`config.mk`:
```
export PLATFORM = sky130hd
export DESIGN_NAME = resp_stream_parser
export DESIGN_NICKNAME = d
export VERILOG_FILES = /design/src/hdl/rsp_pkg.sv /design/src/hdl/rsp_core.sv /design/src/hdl/rsp_outq.sv /design/src/hdl/resp_stream_parser.sv
export SDC_FILE = /design/constraint.sdc
export NUM_CORES = 2
export LEC_CHECK = 0
export BUFFER_PORTS_ARGS = -buffer_cell sky130_fd_sc_hd__buf_2
export CELL_PAD_IN_SITES_DETAIL_PLACEMENT = 0
export CELL_PAD_IN_SITES_GLOBAL_PLACEMENT = 1
export CORE_MARGIN = 2
export CORE_UTILIZATION = 51
export CTS_CLUSTER_SIZE = 24
export DETAILED_ROUTE_END_ITERATION = 12
export PLACE_DENSITY = 0.78
export SYNTH_ARGS = -nofsm -noshare
export SYNTH_HDL_FRONTEND = slang
export SYNTH_SLANG_ARGS = --single-unit
```
`constraint.sdc`:
```
create_clock -name clk -period 6.57 [get_ports clk]
set_input_delay 0.3285 -clock clk [delete_from_list [all_inputs] [get_ports clk]]
set_output_delay 0.3285 -clock clk [all_outputs]
set_load 0.01 [all_outputs]
```
`src/hdl/rsp_pkg.sv`:
```
// ---------------------------------------------------------------------------
// RESP parser package
// Constants, token kinds, phases and shared types of the RESP stream parser.
// ---------------------------------------------------------------------------
package rsp_pkg;

    localparam int MAX_DEPTH  = 8;
    localparam int COUNT_BITS = 32;
    localparam int LVL_W      = $clog2(MAX_DEPTH + 1);
    localparam int IDX_W      = (MAX_DEPTH > 1) ? $clog2(MAX_DEPTH) : 1;
    localparam int CNT_W      = COUNT_BITS;

    localparam logic [7:0] CH_PLUS   = 8'h2B;
    localparam logic [7:0] CH_MINUS  = 8'h2D;
    localparam logic [7:0] CH_COLON  = 8'h3A;
    localparam logic [7:0] CH_DOLLAR = 8'h24;
    localparam logic [7:0] CH_STAR   = 8'h2A;
    localparam logic [7:0] CH_CR     = 8'h0D;
    localparam logic [7:0] CH_LF     = 8'h0A;
    localparam logic [7:0] CH_ZERO   = 8'h30;
    localparam logic [7:0] CH_NINE   = 8'h39;

    typedef enum logic [3:0] {
        K_STATUS     = 4'd0,
        K_ERRTEXT    = 4'd1,
        K_BULK       = 4'd2,
        K_STATUS_END = 4'd3,
        K_ERR_END    = 4'd4,
        K_BULK_END   = 4'd5,
        K_INTEGER    = 4'd6,
        K_NIL        = 4'd7,
        K_ARRAY      = 4'd8,
        K_PROTO_ERR  = 4'd9
    } kind_t;

    typedef enum logic [8:0] {
        PH_TYPE    = 9'b000000001,
        PH_TEXT    = 9'b000000010,
        PH_TEXT_CR = 9'b000000100,
        PH_NUM     = 9'b000001000,
        PH_NUM_CR  = 9'b000010000,
        PH_BULK    = 9'b000100000,
        PH_TRAIL1  = 9'b001000000,
        PH_TRAIL2  = 9'b010000000,
        PH_ERROR   = 9'b100000000
    } phase_t;

    typedef enum logic [1:0] {
        TGT_INT   = 2'd0,
        TGT_BULK  = 2'd1,
        TGT_ARRAY = 2'd2
    } target_t;

    // One token as it leaves the parser core
    typedef struct packed {
        kind_t       kind;
        logic [7:0]  text_byte;
        logic [63:0] value;
        logic [3:0]  depth;
        logic        reply_done;
    } token_t;

    // Step result: up to two tokens
    typedef struct packed {
        logic   v0;
        logic   v1;
        token_t t0;
        token_t t1;
    } step_out_t;

endpackage

```
`src/hdl/rsp_core.sv`:
```
// ---------------------------------------------------------------------------
// RESP parser core
// Parse state and per-byte next-state logic; registers the step result.
// ---------------------------------------------------------------------------
module rsp_core (
    input  logic               clk,
    input  logic               rst_n,
    input  logic               step_en,
    input  logic [7:0]         data_byte,
    input  logic               restart,
    output rsp_pkg::step_out_t res
);
    import rsp_pkg::*;

    localparam logic [CNT_W-1:0] LIMIT     = {CNT_W{1'b1}};
    localparam logic [CNT_W-1:0] LIMIT_D10 = LIMIT / 10;

    phase_t               phase_reg, phase_next;
    logic                 txterr_reg, txterr_next;
    target_t              tgt_reg, tgt_next;
    logic [63:0]          acc_reg, acc_next;
    logic                 neg_reg, neg_next;
    logic                 chars_reg, chars_next;
    logic [CNT_W-1:0]     brem_reg, brem_next;
    logic [CNT_W-1:0]     blen_reg, blen_next;
    logic [CNT_W-1:0]     cnt_reg [MAX_DEPTH];
    logic [LVL_W-1:0]     lvl_reg, lvl_next;
    logic                 cnt_we;
    logic [IDX_W-1:0]     cnt_widx;
    logic [CNT_W-1:0]     cnt_wdata;
    step_out_t            res_next;

    // Finishing an element: find deepest level whose count stays nonzero
    logic [LVL_W-1:0]     fin_lvl;
    logic                 fin_done;
    logic                 fin_dec;
    logic [IDX_W-1:0]     fin_idx;
    logic [MAX_DEPTH-1:0] is_one;

    always_comb
    begin
        for (int i = 0; i < MAX_DEPTH; i++)
        begin
            is_one[i] = (cnt_reg[i] == CNT_W'(1));
        end
        fin_lvl  = '0;
        fin_done = 1'b1;
        fin_dec  = 1'b0;
        fin_idx  = '0;
        for (int i = 0; i < MAX_DEPTH; i++)
        begin
            if ((LVL_W'(i) < lvl_reg) && !is_one[i])
            begin
                fin_lvl  = LVL_W'(i + 1);
                fin_done = 1'b0;
                fin_dec  = 1'b1;
                fin_idx  = IDX_W'(i);
            end
        end
    end

    // Number digit path
    logic [7:0]       dig8;
    logic [3:0]       dig;
    logic             is_dig;
    logic [63:0]      acc_x10;
    logic [CNT_W:0]   cnt_x10;
    logic             too_big;

    assign dig8    = data_byte - CH_ZERO;
    assign dig     = dig8[3:0];
    assign is_dig  = (data_byte >= CH_ZERO) && (data_byte <= CH_NINE);
    assign acc_x10 = (acc_reg << 3) + (acc_reg << 1);
    assign cnt_x10 = (CNT_W+1)'(acc_x10);
    assign too_big = (acc_reg > 64'(LIMIT_D10)) ||
                     (cnt_x10 > ({1'b0, LIMIT} - (CNT_W+1)'(dig)));

    function automatic token_t mk(kind_t k, logic [7:0] t, logic [63:0] v,
                                  logic [LVL_W-1:0] d, logic dn);
        token_t r;
        r.kind       = k;
        r.text_byte  = t;
        r.value      = v;
        r.depth      = 4'(d);
        r.reply_done = dn;
        return r;
    endfunction

    kind_t       tk;
    kind_t       tk_end;
    logic [63:0] signed_v;

    assign tk       = txterr_reg ? K_ERRTEXT : K_STATUS;
    assign tk_end   = txterr_reg ? K_ERR_END : K_STATUS_END;
    assign signed_v = neg_reg ? (64'd0 - acc_reg) : acc_reg;

    // Next-state and token generation
    always_comb
    begin
        phase_next  = phase_reg;
        txterr_next = txterr_reg;
        tgt_next    = tgt_reg;
        acc_next    = acc_reg;
        neg_next    = neg_reg;
        chars_next  = chars_reg;
        brem_next   = brem_reg;
        blen_next   = blen_reg;
        lvl_next    = lvl_reg;
        cnt_we      = 1'b0;
        cnt_widx    = fin_idx;
        cnt_wdata   = cnt_reg[fin_idx] - CNT_W'(1);
        res_next    = '0;
        res_next.t0 = mk(K_PROTO_ERR, 8'd0, 64'd0, lvl_reg, 1'b0);
        res_next.t1 = mk(tk, data_byte, 64'd0, lvl_reg, 1'b0);
        if (restart)
        begin
            phase_next = PH_TYPE;
            lvl_next   = '0;
        end
        else
        begin
            unique case (phase_reg)
                PH_TYPE:
                begin
                    priority if (data_byte == CH_PLUS || data_byte == CH_MINUS)
                    begin
                        txterr_next = (data_byte == CH_MINUS);
                        phase_next  = PH_TEXT;
                    end
                    else if (data_byte == CH_COLON || data_byte == CH_DOLLAR ||
                             data_byte == CH_STAR)
                    begin
                        tgt_next   = (data_byte == CH_COLON) ? TGT_INT :
                                     (data_byte == CH_DOLLAR) ? TGT_BULK : TGT_ARRAY;
                        acc_next   = '0;
                        neg_next   = 1'b0;
                        chars_next = 1'b0;
                        phase_next = PH_NUM;
                    end
                    else
                    begin
                        phase_next  = PH_ERROR;
                        res_next.v0 = 1'b1;
                    end
                end
                PH_TEXT:
                begin
                    if (data_byte == CH_CR)
                    begin
                        phase_next = PH_TEXT_CR;
                    end
                    else
                    begin
                        res_next.v0 = 1'b1;
                        res_next.t0 = mk(tk, data_byte, 64'd0, lvl_reg, 1'b0);
                    end
                end
                PH_TEXT_CR:
                begin
                    res_next.v0 = 1'b1;
                    if (data_byte == CH_LF)
                    begin
                        res_next.t0 = mk(tk_end, 8'd0, 64'd0, lvl_reg, fin_done);
                        cnt_we      = fin_dec;
                        lvl_next    = fin_lvl;
                        phase_next  = PH_TYPE;
                    end
                    else
                    begin
                        res_next.t0 = mk(tk, CH_CR, 64'd0, lvl_reg, 1'b0);
                        if (data_byte != CH_CR)
                        begin
                            res_next.v1 = 1'b1;
                            phase_next  = PH_TEXT;
                        end
                    end
                end
                PH_NUM:
                begin
                    priority if (data_byte == CH_MINUS && !neg_reg && !chars_reg)
                    begin
                        neg_next = 1'b1;
                    end
                    else if (data_byte == CH_CR)
                    begin
                        if (!chars_reg)
                        begin
                            phase_next  = PH_ERROR;
                            res_next.v0 = 1'b1;
                        end
                        else
                        begin
                            phase_next = PH_NUM_CR;
                        end
                    end
                    else if (!is_dig || (tgt_reg != TGT_INT && too_big))
                    begin
                        phase_next  = PH_ERROR;
                        res_next.v0 = 1'b1;
                    end
                    else
                    begin
                        acc_next   = acc_x10 + 64'(dig);
                        chars_next = 1'b1;
                    end
                end
                PH_NUM_CR:
                begin
                    phase_next  = PH_TYPE;
                    res_next.v0 = 1'b1;
                    priority if (data_byte != CH_LF)
                    begin
                        phase_next = PH_ERROR;
                    end
                    else if (tgt_reg == TGT_INT)
                    begin
                        res_next.t0 = mk(K_INTEGER, 8'd0, signed_v, lvl_reg, fin_done);
                        cnt_we      = fin_dec;
                        lvl_next    = fin_lvl;
                    end
                    else if (neg_reg && acc_reg != 64'd0)
                    begin
                        if (acc_reg == 64'd1)
                        begin
                            res_next.t0 = mk(K_NIL, 8'd0, 64'd0, lvl_reg, fin_done);
                            cnt_we      = fin_dec;
                            lvl_next    = fin_lvl;
                        end
                        else
                        begin
                            phase_next = PH_ERROR;
                        end
                    end
                    else if (tgt_reg == TGT_BULK)
                    begin
                        res_next.v0 = 1'b0;
                        blen_next   = CNT_W'(acc_reg);
                        brem_next   = CNT_W'(acc_reg);
                        phase_next  = (acc_reg != 64'd0) ? PH_BULK : PH_TRAIL1;
                    end
                    else if (tgt_reg != TGT_ARRAY)
                    begin
                        phase_next = PH_ERROR;
                    end
                    else if (acc_reg == 64'd0)
                    begin
                        res_next.t0 = mk(K_ARRAY, 8'd0, 64'd0, lvl_reg, fin_done);
                        cnt_we      = fin_dec;
                        lvl_next    = fin_lvl;
                    end
                    else if (lvl_reg >= LVL_W'(MAX_DEPTH))
                    begin
                        phase_next = PH_ERROR;
                    end
                    else
                    begin
                        res_next.t0 = mk(K_ARRAY, 8'd0, acc_reg, lvl_reg, 1'b0);
                        cnt_we      = 1'b1;
                        cnt_widx    = IDX_W'(lvl_reg);
                        cnt_wdata   = CNT_W'(acc_reg);
                        lvl_next    = lvl_reg + LVL_W'(1);
                    end
                end
                PH_BULK:
                begin
                    res_next.v0 = 1'b1;
                    res_next.t0 = mk(K_BULK, data_byte, 64'd0, lvl_reg, 1'b0);
                    brem_next   = brem_reg - CNT_W'(1);
                    if (brem_reg == CNT_W'(1))
                    begin
                        phase_next = PH_TRAIL1;
                    end
                end
                PH_TRAIL1:
                begin
                    phase_next = PH_TRAIL2;
                end
                PH_TRAIL2:
                begin
                    res_next.v0 = 1'b1;
                    res_next.t0 = mk(K_BULK_END, 8'd0, 64'(blen_reg), lvl_reg, fin_done);
                    cnt_we      = fin_dec;
                    lvl_next    = fin_lvl;
                    phase_next  = PH_TYPE;
                end
                PH_ERROR:
                begin
                    phase_next = PH_ERROR;
                end
                default:
                begin
                    phase_next = PH_ERROR;
                end
            endcase
        end
    end

    // State and step result registers
    always_ff @(posedge clk or negedge rst_n)
    begin
        if (!rst_n)
        begin
            phase_reg  <= PH_TYPE;
            txterr_reg <= 1'b0;
            tgt_reg    <= TGT_INT;
            acc_reg    <= '0;
            neg_reg    <= 1'b0;
            chars_reg  <= 1'b0;
            brem_reg   <= '0;
            blen_reg   <= '0;
            lvl_reg    <= '0;
            res        <= '0;
        end
        else if (step_en)
        begin
            phase_reg  <= phase_next;
            txterr_reg <= txterr_next;
            tgt_reg    <= tgt_next;
            acc_reg    <= acc_next;
            neg_reg    <= neg_next;
            chars_reg  <= chars_next;
            brem_reg   <= brem_next;
            blen_reg   <= blen_next;
            lvl_reg    <= lvl_next;
            res        <= res_next;
        end
        else
        begin
            res.v0 <= 1'b0;
            res.v1 <= 1'b0;
        end
    end

    // Pending counts (no reset needed)
    always_ff @(posedge clk)
    begin
        if (step_en && cnt_we)
        begin
            cnt_reg[cnt_widx] <= cnt_wdata;
        end
    end

endmodule

```
`src/hdl/rsp_outq.sv`:
```
// ---------------------------------------------------------------------------
// RESP parser output queue
// Four-entry token FIFO that decouples the parser from the output beat.
// ---------------------------------------------------------------------------
module rsp_outq (
    input  logic               clk,
    input  logic               rst_n,
    input  rsp_pkg::step_out_t res,
    output logic               room,
    output logic               out_valid,
    input  logic               out_ready,
    output rsp_pkg::token_t    head,
    output logic               head_last
);
    import rsp_pkg::*;

    localparam int QD = 4;

    token_t     q_reg [QD];
    logic       ql_reg [QD];
    logic [1:0] rd_reg, wr_reg;
    logic [2:0] cnt_reg;
    logic       pop;
    logic [1:0] n_push;
    logic [1:0] wr1;

    assign pop       = out_valid && out_ready;
    assign n_push    = 2'(res.v0) + 2'(res.v1);
    assign wr1       = wr_reg + 2'd1;
    assign out_valid = (cnt_reg != 3'd0);
    assign head      = q_reg[rd_reg];
    assign head_last = ql_reg[rd_reg];
    // Two pushes per step plus the one in flight must always fit
    assign room      = (cnt_reg + 3'(n_push) - 3'(pop)) <= 3'(QD - 2);

    // Pointers and fill count
    always_ff @(posedge clk or negedge rst_n)
    begin
        if (!rst_n)
        begin
            rd_reg  <= '0;
            wr_reg  <= '0;
            cnt_reg <= '0;
        end
        else
        begin
            rd_reg  <= rd_reg + 2'(pop);
            wr_reg  <= wr_reg + n_push;
            cnt_reg <= cnt_reg + 3'(n_push) - 3'(pop);
        end
    end

    // Storage
    always_ff @(posedge clk)
    begin
        if (res.v0)
        begin
            q_reg[wr_reg]  <= res.t0;
            ql_reg[wr_reg] <= !res.v1;
        end
        if (res.v1)
        begin
            q_reg[wr1]  <= res.t1;
            ql_reg[wr1] <= 1'b1;
        end
    end

endmodule

```
`src/hdl/resp_stream_parser.sv`:
```
// ---------------------------------------------------------------------------
// RESP stream parser
// Byte-serial RESP2 reply parser emitting one token per output beat.
// ---------------------------------------------------------------------------
// One stream byte is taken per cycle when ready is high; each byte passes
// the registered parse step and its zero, one or two tokens enter a
// four-entry output queue. Sustained rate is one byte per cycle while
// tokens are drained; ready drops only when the queue could not hold the
// tokens of the next byte. The pending element counts of nested arrays live
// in a small register stack; entries are only read after being written.
module resp_stream_parser (
    input  logic        clk,
    input  logic        rst_n,
    input  logic        in_valid,
    output logic        in_ready,
    input  logic [7:0]  data_byte,
    input  logic        restart,
    output logic        out_valid,
    input  logic        out_ready,
    output logic [3:0]  kind,
    output logic [7:0]  text_byte,
    output logic [63:0] value,
    output logic [3:0]  depth,
    output logic        reply_done,
    output logic        last_of_step
);
    import rsp_pkg::*;

    step_out_t res;
    token_t    head;
    logic      room;
    logic      step_en;

    assign in_ready = room;
    assign step_en  = in_valid && in_ready;

    rsp_core u_core (
        .clk       (clk),
        .rst_n     (rst_n),
        .step_en   (step_en),
        .data_byte (data_byte),
        .restart   (restart),
        .res       (res)
    );

    rsp_outq u_outq (
        .clk       (clk),
        .rst_n     (rst_n),
        .res       (res),
        .room      (room),
        .out_valid (out_valid),
        .out_ready (out_ready),
        .head      (head),
        .head_last (last_of_step)
    );

    assign kind       = head.kind;
    assign text_byte  = head.text_byte;
    assign value      = head.value;
    assign depth      = head.depth;
    assign reply_done = head.reply_done;

endmodule

```
# After elaboration in Yosys (flattened, before gate mapping)
# Memory sizes are Yosys's and may differ from the RTL's.
# Index checks and enable logic that the tools add are counted.
[totals] n_memories=3 reg_bits=252 output_inout_bits=84 in_bits=13 ram_bits=584 wordCells=308
[classes] eq_ne=50 bitwise_logic=5 n_addsub=14 n_lt_le_gt_ge=14 reduce_logical=50 n_mux=150
[memory_table] name="u_outq.q_reg" depth=4 width=81 read_ports=1 rd_ports_with_merged_regs=0 write_ports=2 line_no="rsp_outq.sv:19" source="token_t q_reg [QD];"
[memory_table] name="u_core.cnt_reg" depth=8 width=32 read_ports=9 rd_ports_with_merged_regs=0 write_ports=1 line_no="rsp_core.sv:26" source="logic [CNT_W-1:0] cnt_reg [MAX_DEPTH];"
[memory_table] name="u_outq.ql_reg" depth=4 width=1 read_ports=1 rd_ports_with_merged_regs=0 write_ports=2 line_no="rsp_outq.sv:20" source="logic ql_reg [QD];"
[op_table] op="$mux 81" n=9
[op_table] op="$mux 32" n=13
[op_table] op="$pmux 81 s5" n=1
[op_table] op="$mux 64" n=6
[op_table] op="$eq 32x1->1 const B" n=9
[op_table] op="$mux 9" n=19
[op_table] op="$pmux 64 s2" n=1
[op_table] op="$mux 83" n=1
[op_table] op="$mux 78" n=1
[op_table] op="$pmux 9 s8" n=1
[op_table] op="$mux 4" n=17
[op_table] op="$add 64x4->64" n=1
[op_table] op="$add 64x64->64" n=1
[op_table] op="$eq 64x1->1 const B" n=1
[op_table] op="$gt 64x29->1 const B" n=1
[op_table] op="$logic_not 64->1" n=1
[op_table] op="$pmux 32 s2" n=1
[op_table] op="$reduce_bool 64->1" n=1
[op_table] op="$sub 1x64->64 const A" n=1
[op_table] op="$sub 32x1->32 const B" n=2
[op_table] op="$mux 1" n=55
[op_table] op="$mux 3" n=14
[op_table] op="$eq 8x6->1 const B" n=5
[op_table] op="$gt 33x33->1" n=1
[op_table] op="55 further kinds" n=120

# Longest topological paths before layout
# An unclocked memory read counts as a cell.
[depth] depth_word=23 ltp_mapped=18 ltp_nobuf=16

# Hierarchy
# Synthesis repeated with hierarchy kept, for this count alone.
[hier_totals] hier_cells=4222 hier_area_um2=47499.3
[by_module_without_submodules] mod="rsp_core" area_per_inst_um2=31014.7 cells_each=3374 n_inst=1 seq_area_each_um2=13644.3
[by_module_without_submodules] mod="rsp_outq" area_per_inst_um2=16478.3 cells_each=847 n_inst=1 seq_area_each_um2=9984.6
[by_module_without_submodules] mod="resp_stream_parser" area_per_inst_um2=6.3 cells_each=1 n_inst=1 seq_area_each_um2=0.0

# Worst setup path before layout
# No wires, ideal clock.
[synth_path] path_type="reg-to-reg" start="register u_core.acc_reg[18]" end="memory u_core.cnt_reg[4][0] in the netlist's numbering, enable pin" required_time_ns=6.149 setup_slack_ns=1.272 t_arrival_ns=4.877 setup_ns=0.421 path_buffers=3 stages_incl_launch_ff=15 period_less_slack_ns=5.298 cell_sequence="dfrtp_1 > clkbuf_1 > or4_1 > or4_1 > or3_1 > nor2_1 > nand2b_1 > nor2b_1 > and3_1 > clkbuf_1 > nand3_1 > buf_2 > a21oi_1 > or3_1 > nor2_1"
[synth_via] elab_chain_cells=12 word_cells_on_any_way=24 classes_between="eq/ne: 1; mux: 19; reduce/logical: 4"
[synth_rtl] item="start, declared" line_no="rsp_core.sv:21" source="logic [63:0] acc_reg, acc_next;"
[synth_rtl] item="start signal, assigned" line_no="rsp_core.sv:319" source="acc_reg <= acc_next;"
[synth_rtl] item="$logic_not 64->1" line_no="rsp_core.sv:245" source="else if (acc_reg == 64'd0)"
[synth_rtl] item="$mux 1" line_no="rsp_core.sv:245"
[synth_rtl] item="$mux 1" line_no="rsp_core.sv:241" source="else if (tgt_reg != TGT_ARRAY)"
[synth_rtl] item="$mux 1" line_no="rsp_core.sv:234" source="else if (tgt_reg == TGT_BULK)"
[synth_rtl] item="$mux 1" line_no="rsp_core.sv:221" source="else if (neg_reg && acc_reg != 64'd0)"
[synth_rtl] item="$mux 1" line_no="rsp_core.sv:215" source="else if (tgt_reg == TGT_INT)"
[synth_rtl] item="$mux 1" line_no="rsp_core.sv:211" source="priority if (data_byte != CH_LF)"
[synth_rtl] item="$pmux 1 s3" line_no="rsp_core.sv:122" source="unique case (phase_reg)"
[synth_rtl] item="$mux 1" line_no="rsp_core.sv:115" source="if (restart)"
[synth_rtl] item="$logic_and 1x1->1" line_no="rsp_core.sv:337" source="if (step_en && cnt_we)"
[synth_rtl] item="$mux 1" line_no="rsp_core.sv:337"
[synth_rtl] item="$mux 1 (not written as such)" line_no="rsp_core.sv:339" source="cnt_reg[cnt_widx] <= cnt_wdata;"
[synth_rtl] item="end, declared" line_no="rsp_core.sv:26"
# Several ways; a longest one is shown, not always the timed one.

# Worst setup path after layout
[layout_path] start="register u_core.acc_reg[2]" end="register u_core.phase_reg[3]"
[layout_via] elab_chain_cells=9 word_cells_on_any_way=19 classes_between="add/sub: 1; order compare: 2; eq/ne: 1; mux: 8; reduce/logical: 7"
[layout_rtl] item="branches (longest 9 deep; another with $add 64x64->64)"
[layout_rtl] item="end signal, assigned" line_no="rsp_core.sv:316" source="phase_reg <= phase_next;"
[layout_rtl] item="end, declared" line_no="rsp_core.sv:18" source="phase_t phase_reg, phase_next;"
# Several ways; the timed one is not identified.
# A chain may end at the register's enable or synchronous reset.

==> reports/results.txt <==
Worst EP arrival -> 6.15 ns
Slew headroom -> 14.59%
worst slew pin tran -> 1.273 ns
I/O pin cnt -> 97
cell row count -> 106
DIE HEIGHT -> 294.8 microns
global route overflow -> 0
TNS Setup -> 0 ns
Seq/Total Area, Yosys -> 48.46%
DP Wirelength -> 92,790 microns
Yosys cell types -> 95
crit start category -> register
Crit Path Category -> register to register
chip width -> 294.8 microns
VDD IR max -> 0.3278 mV
most common cell after layout, fill and taps aside -> o21ai_0
syn_area_per_cell -> 10.41 sq um
crit-path leading delay family -> compound AO/OA/AOI/OAI gates
Worst Hold Depth -> 3
clock transition at the registers of the reported paths -> 0.06 ns
vias in the first global route -> 33.15k
count of flip-flops with a built-in enable after synthesis -> 308
Leak -> 0.01962 uW
DR vias/cell -> 6.484
Worst Setup SP -> u_core.acc_reg[2]
most frequent cells in the layout -> o21ai_0 (330), a22o_1 (324), edfxtp_1 (308)
r2r startpoint -> u_core.acc_reg[2]
DR vias -> 35.02k
top-area cell type share of the netlist area -> 21.44%
Crit. End Element -> register
status -> completed
Setup Skew -> 0.04352 ns
reg-to-reg slack, setup -> 0.92 ns
Crit path top cell by count -> nand4_1
GP Congestion -> 0.9977
PortBufs -> 96
DRT Wirelength -> 134,200 microns
die area -> 86,930 sq um
final worst-path cycle share -> 85.94%
Root Buffer -> clkbuf_16
CTS Sinks -> 829
Area growth, synth to finish -> 12.03%
CTS tree -> done
H-tree depth -> 3
cell accounting for the most synthesized area -> edfxtp_1
TritonRoute pass-1 iters -> 6
fin util -> 57.75%
initial antenna violation count -> 2
max reg flops -> 324
pwr dens -> 253.3 nW/um^2
R2R depth -> 15
Max stage delay on crit path -> 0.78 ns
Buf/Inv on CP -> 1
DRC -> 0
Initial Util -> 51.55%
Critical Path RT -> 7.07 ns
layout cells sized above 1 -> 13.55%
clk_lat worst skew -> 0.69 ns
gr usage total -> 30.64%
synthesized net count -> 4,240
CP Cell Sequence -> ha_1 -> inv_1 -> fa_1 -> nor2b_1 -> o2111ai_2 -> a211oi_1 -> nor4_1 -> nor4b_2 -> nand4_1 -> or4_4 -> o31a_2 -> o31ai_1 -> nand4_1 -> a21oi_1 -> o21ai_0
Hold Slack -> 0.03729 ns
Yosys warnings -> 0
post-route ant nets -> 0
WL/cell -> 24.85 microns
Syn Std Cell Area -> 43,140 sq um
Worst path slowest cell -> a211oi_1
Synth area leaders -> edfxtp_1 (21%), dfrtp_1 (14%), dfxtp_1 (13%)
CP max FO -> 12
global-route wire length before repair -> 206,200 microns
Final min period -> 5.647 ns
Synth Register Bits -> 829
CORE AREA -> 83,690 sq um
largest net degree at the start of global routing -> 114
Syn Inst Count -> 4,146
Final Hold Viols -> 0
Stages on worst setup path -> 15
r2r endpoint -> u_core.phase_reg[3]
fraction of registers with async set/reset -> 29.55%
RSZ-0062 raised after global routing -> false
Clock Path Buffers -> 3
Resize count post-CTS -> 0
HP Class -> primary input to register
end point of the critical path -> u_core.phase_reg[3]
max_cap viols -> 0
# setup viols final -> 0
initial DRC count -> 3,575
Layout Nets -> 4,288
CTS buffer count -> 88
max frequency -> 177.1 MHz
Most used DFF post-synth -> edfxtp_1
Pins Over Slew Limit -> 0
synthesized netlist by cell type, types with 39 or more instances:
cell type / instances
mux4_2: 82
a22oi_1: 59
a21oi_1: 186
dfxtp_1: 276
nand2_1: 306
ha_1: 78
mux2_2: 50
mux2i_1: 127
xnor2_1: 88
nor4_1: 95
clkbuf_1: 210
o211ai_1: 72
dfrtp_1: 244
or3_1: 42
nor3_1: 91
nand3_1: 148
a22o_1: 324
nor2_1: 253
o21ai_0: 333
inv_1: 85
edfxtp_1: 308
nand4_1: 72
xor2_1: 39
worst min path at each step:
stage | startpoint | endpoint
floorplan | rst_n | u_core.acc_reg[0]
global placement | rst_n | u_outq.rd_reg[1]
detailed placement | rst_n | u_outq.rd_reg[1]
CTS | in_valid | u_core.res[161]
global route | restart | u_core.lvl_reg[0]
finish | in_valid | u_core.res[161]
final cells by class:
type	instances	area, sq um
Inverter	85	319.1
Antenna cell	1	2.502
Timing Repair Buffer	241	1629
Fill cell	7188	35360
Multi-Input combinational cell	2949	20880
Sequential cell	829	20920
Clock buffer	123	2541
Tap cell	1134	1419
Clock inverter	38	624.3
through the flow:
| stage | cell area [sq um] | total power (uW) | setup slack [ns] | cells |
|---|---|---|---|---|
| 3_5_place_dp | 45110 | 7038 | 1.011 | 5233 |
| 4_1_cts | 48330 | 12340 | 0.9655 | 5399 |
| 6_report | 48330 | 12240 | 0.9234 | 5400 |
| 2_1_floorplan | 43140 | 6594 | 1.272 | 4146 |
| 5_1_grt | 48330 | 12660 | 0.6775 | 5400 |
| 3_3_place_gp | 45110 | 7028 | 1.075 | 5233 |
kinds of logic (layout without fill, tap and decap cells):
logic type	count (synthesis)	after routing	share of synthesized area, %
fa+ha+maj	81	81	2.401
simple gates	1212	1212	14.10
compound gates	1270	1270	20.53
xor+xnor	127	127	2.578
buf+inv	368	487	3.390
mux	259	259	8.532
other cells	0	1	0
flops	829	829	48.46
worst min-delay path, stage by stage:
cell	delay (ns)
buf_2	0.14
a21oi_1	0.08
a21oi_1	0.11
per-layer routing:
metal	up-vias	part of all wire (%)	track usage (%)
li1	16030	-	-
met1	17320	45	45.17
met2	1408	44	46.25
met3	263	7.7	4.638
met4	2	3.3	9.868
met5	-	0.0097	0
report_power, final:
group          switching, uW  total (uW)  internal (uW)  leakage [uW]
clock network           2180        5320           3140       0.00152
registers                211        5630           5420       0.00906
logic                    795        1290            498       0.00904
what timing repair did:
action,CTS,global route
buffers inserted,0,0
endpoints found under the hold margin,117,0
hold buffers,5,0
endpoints found under the setup margin,0,0
Note: power is estimated with default switching activity, not from simulation.
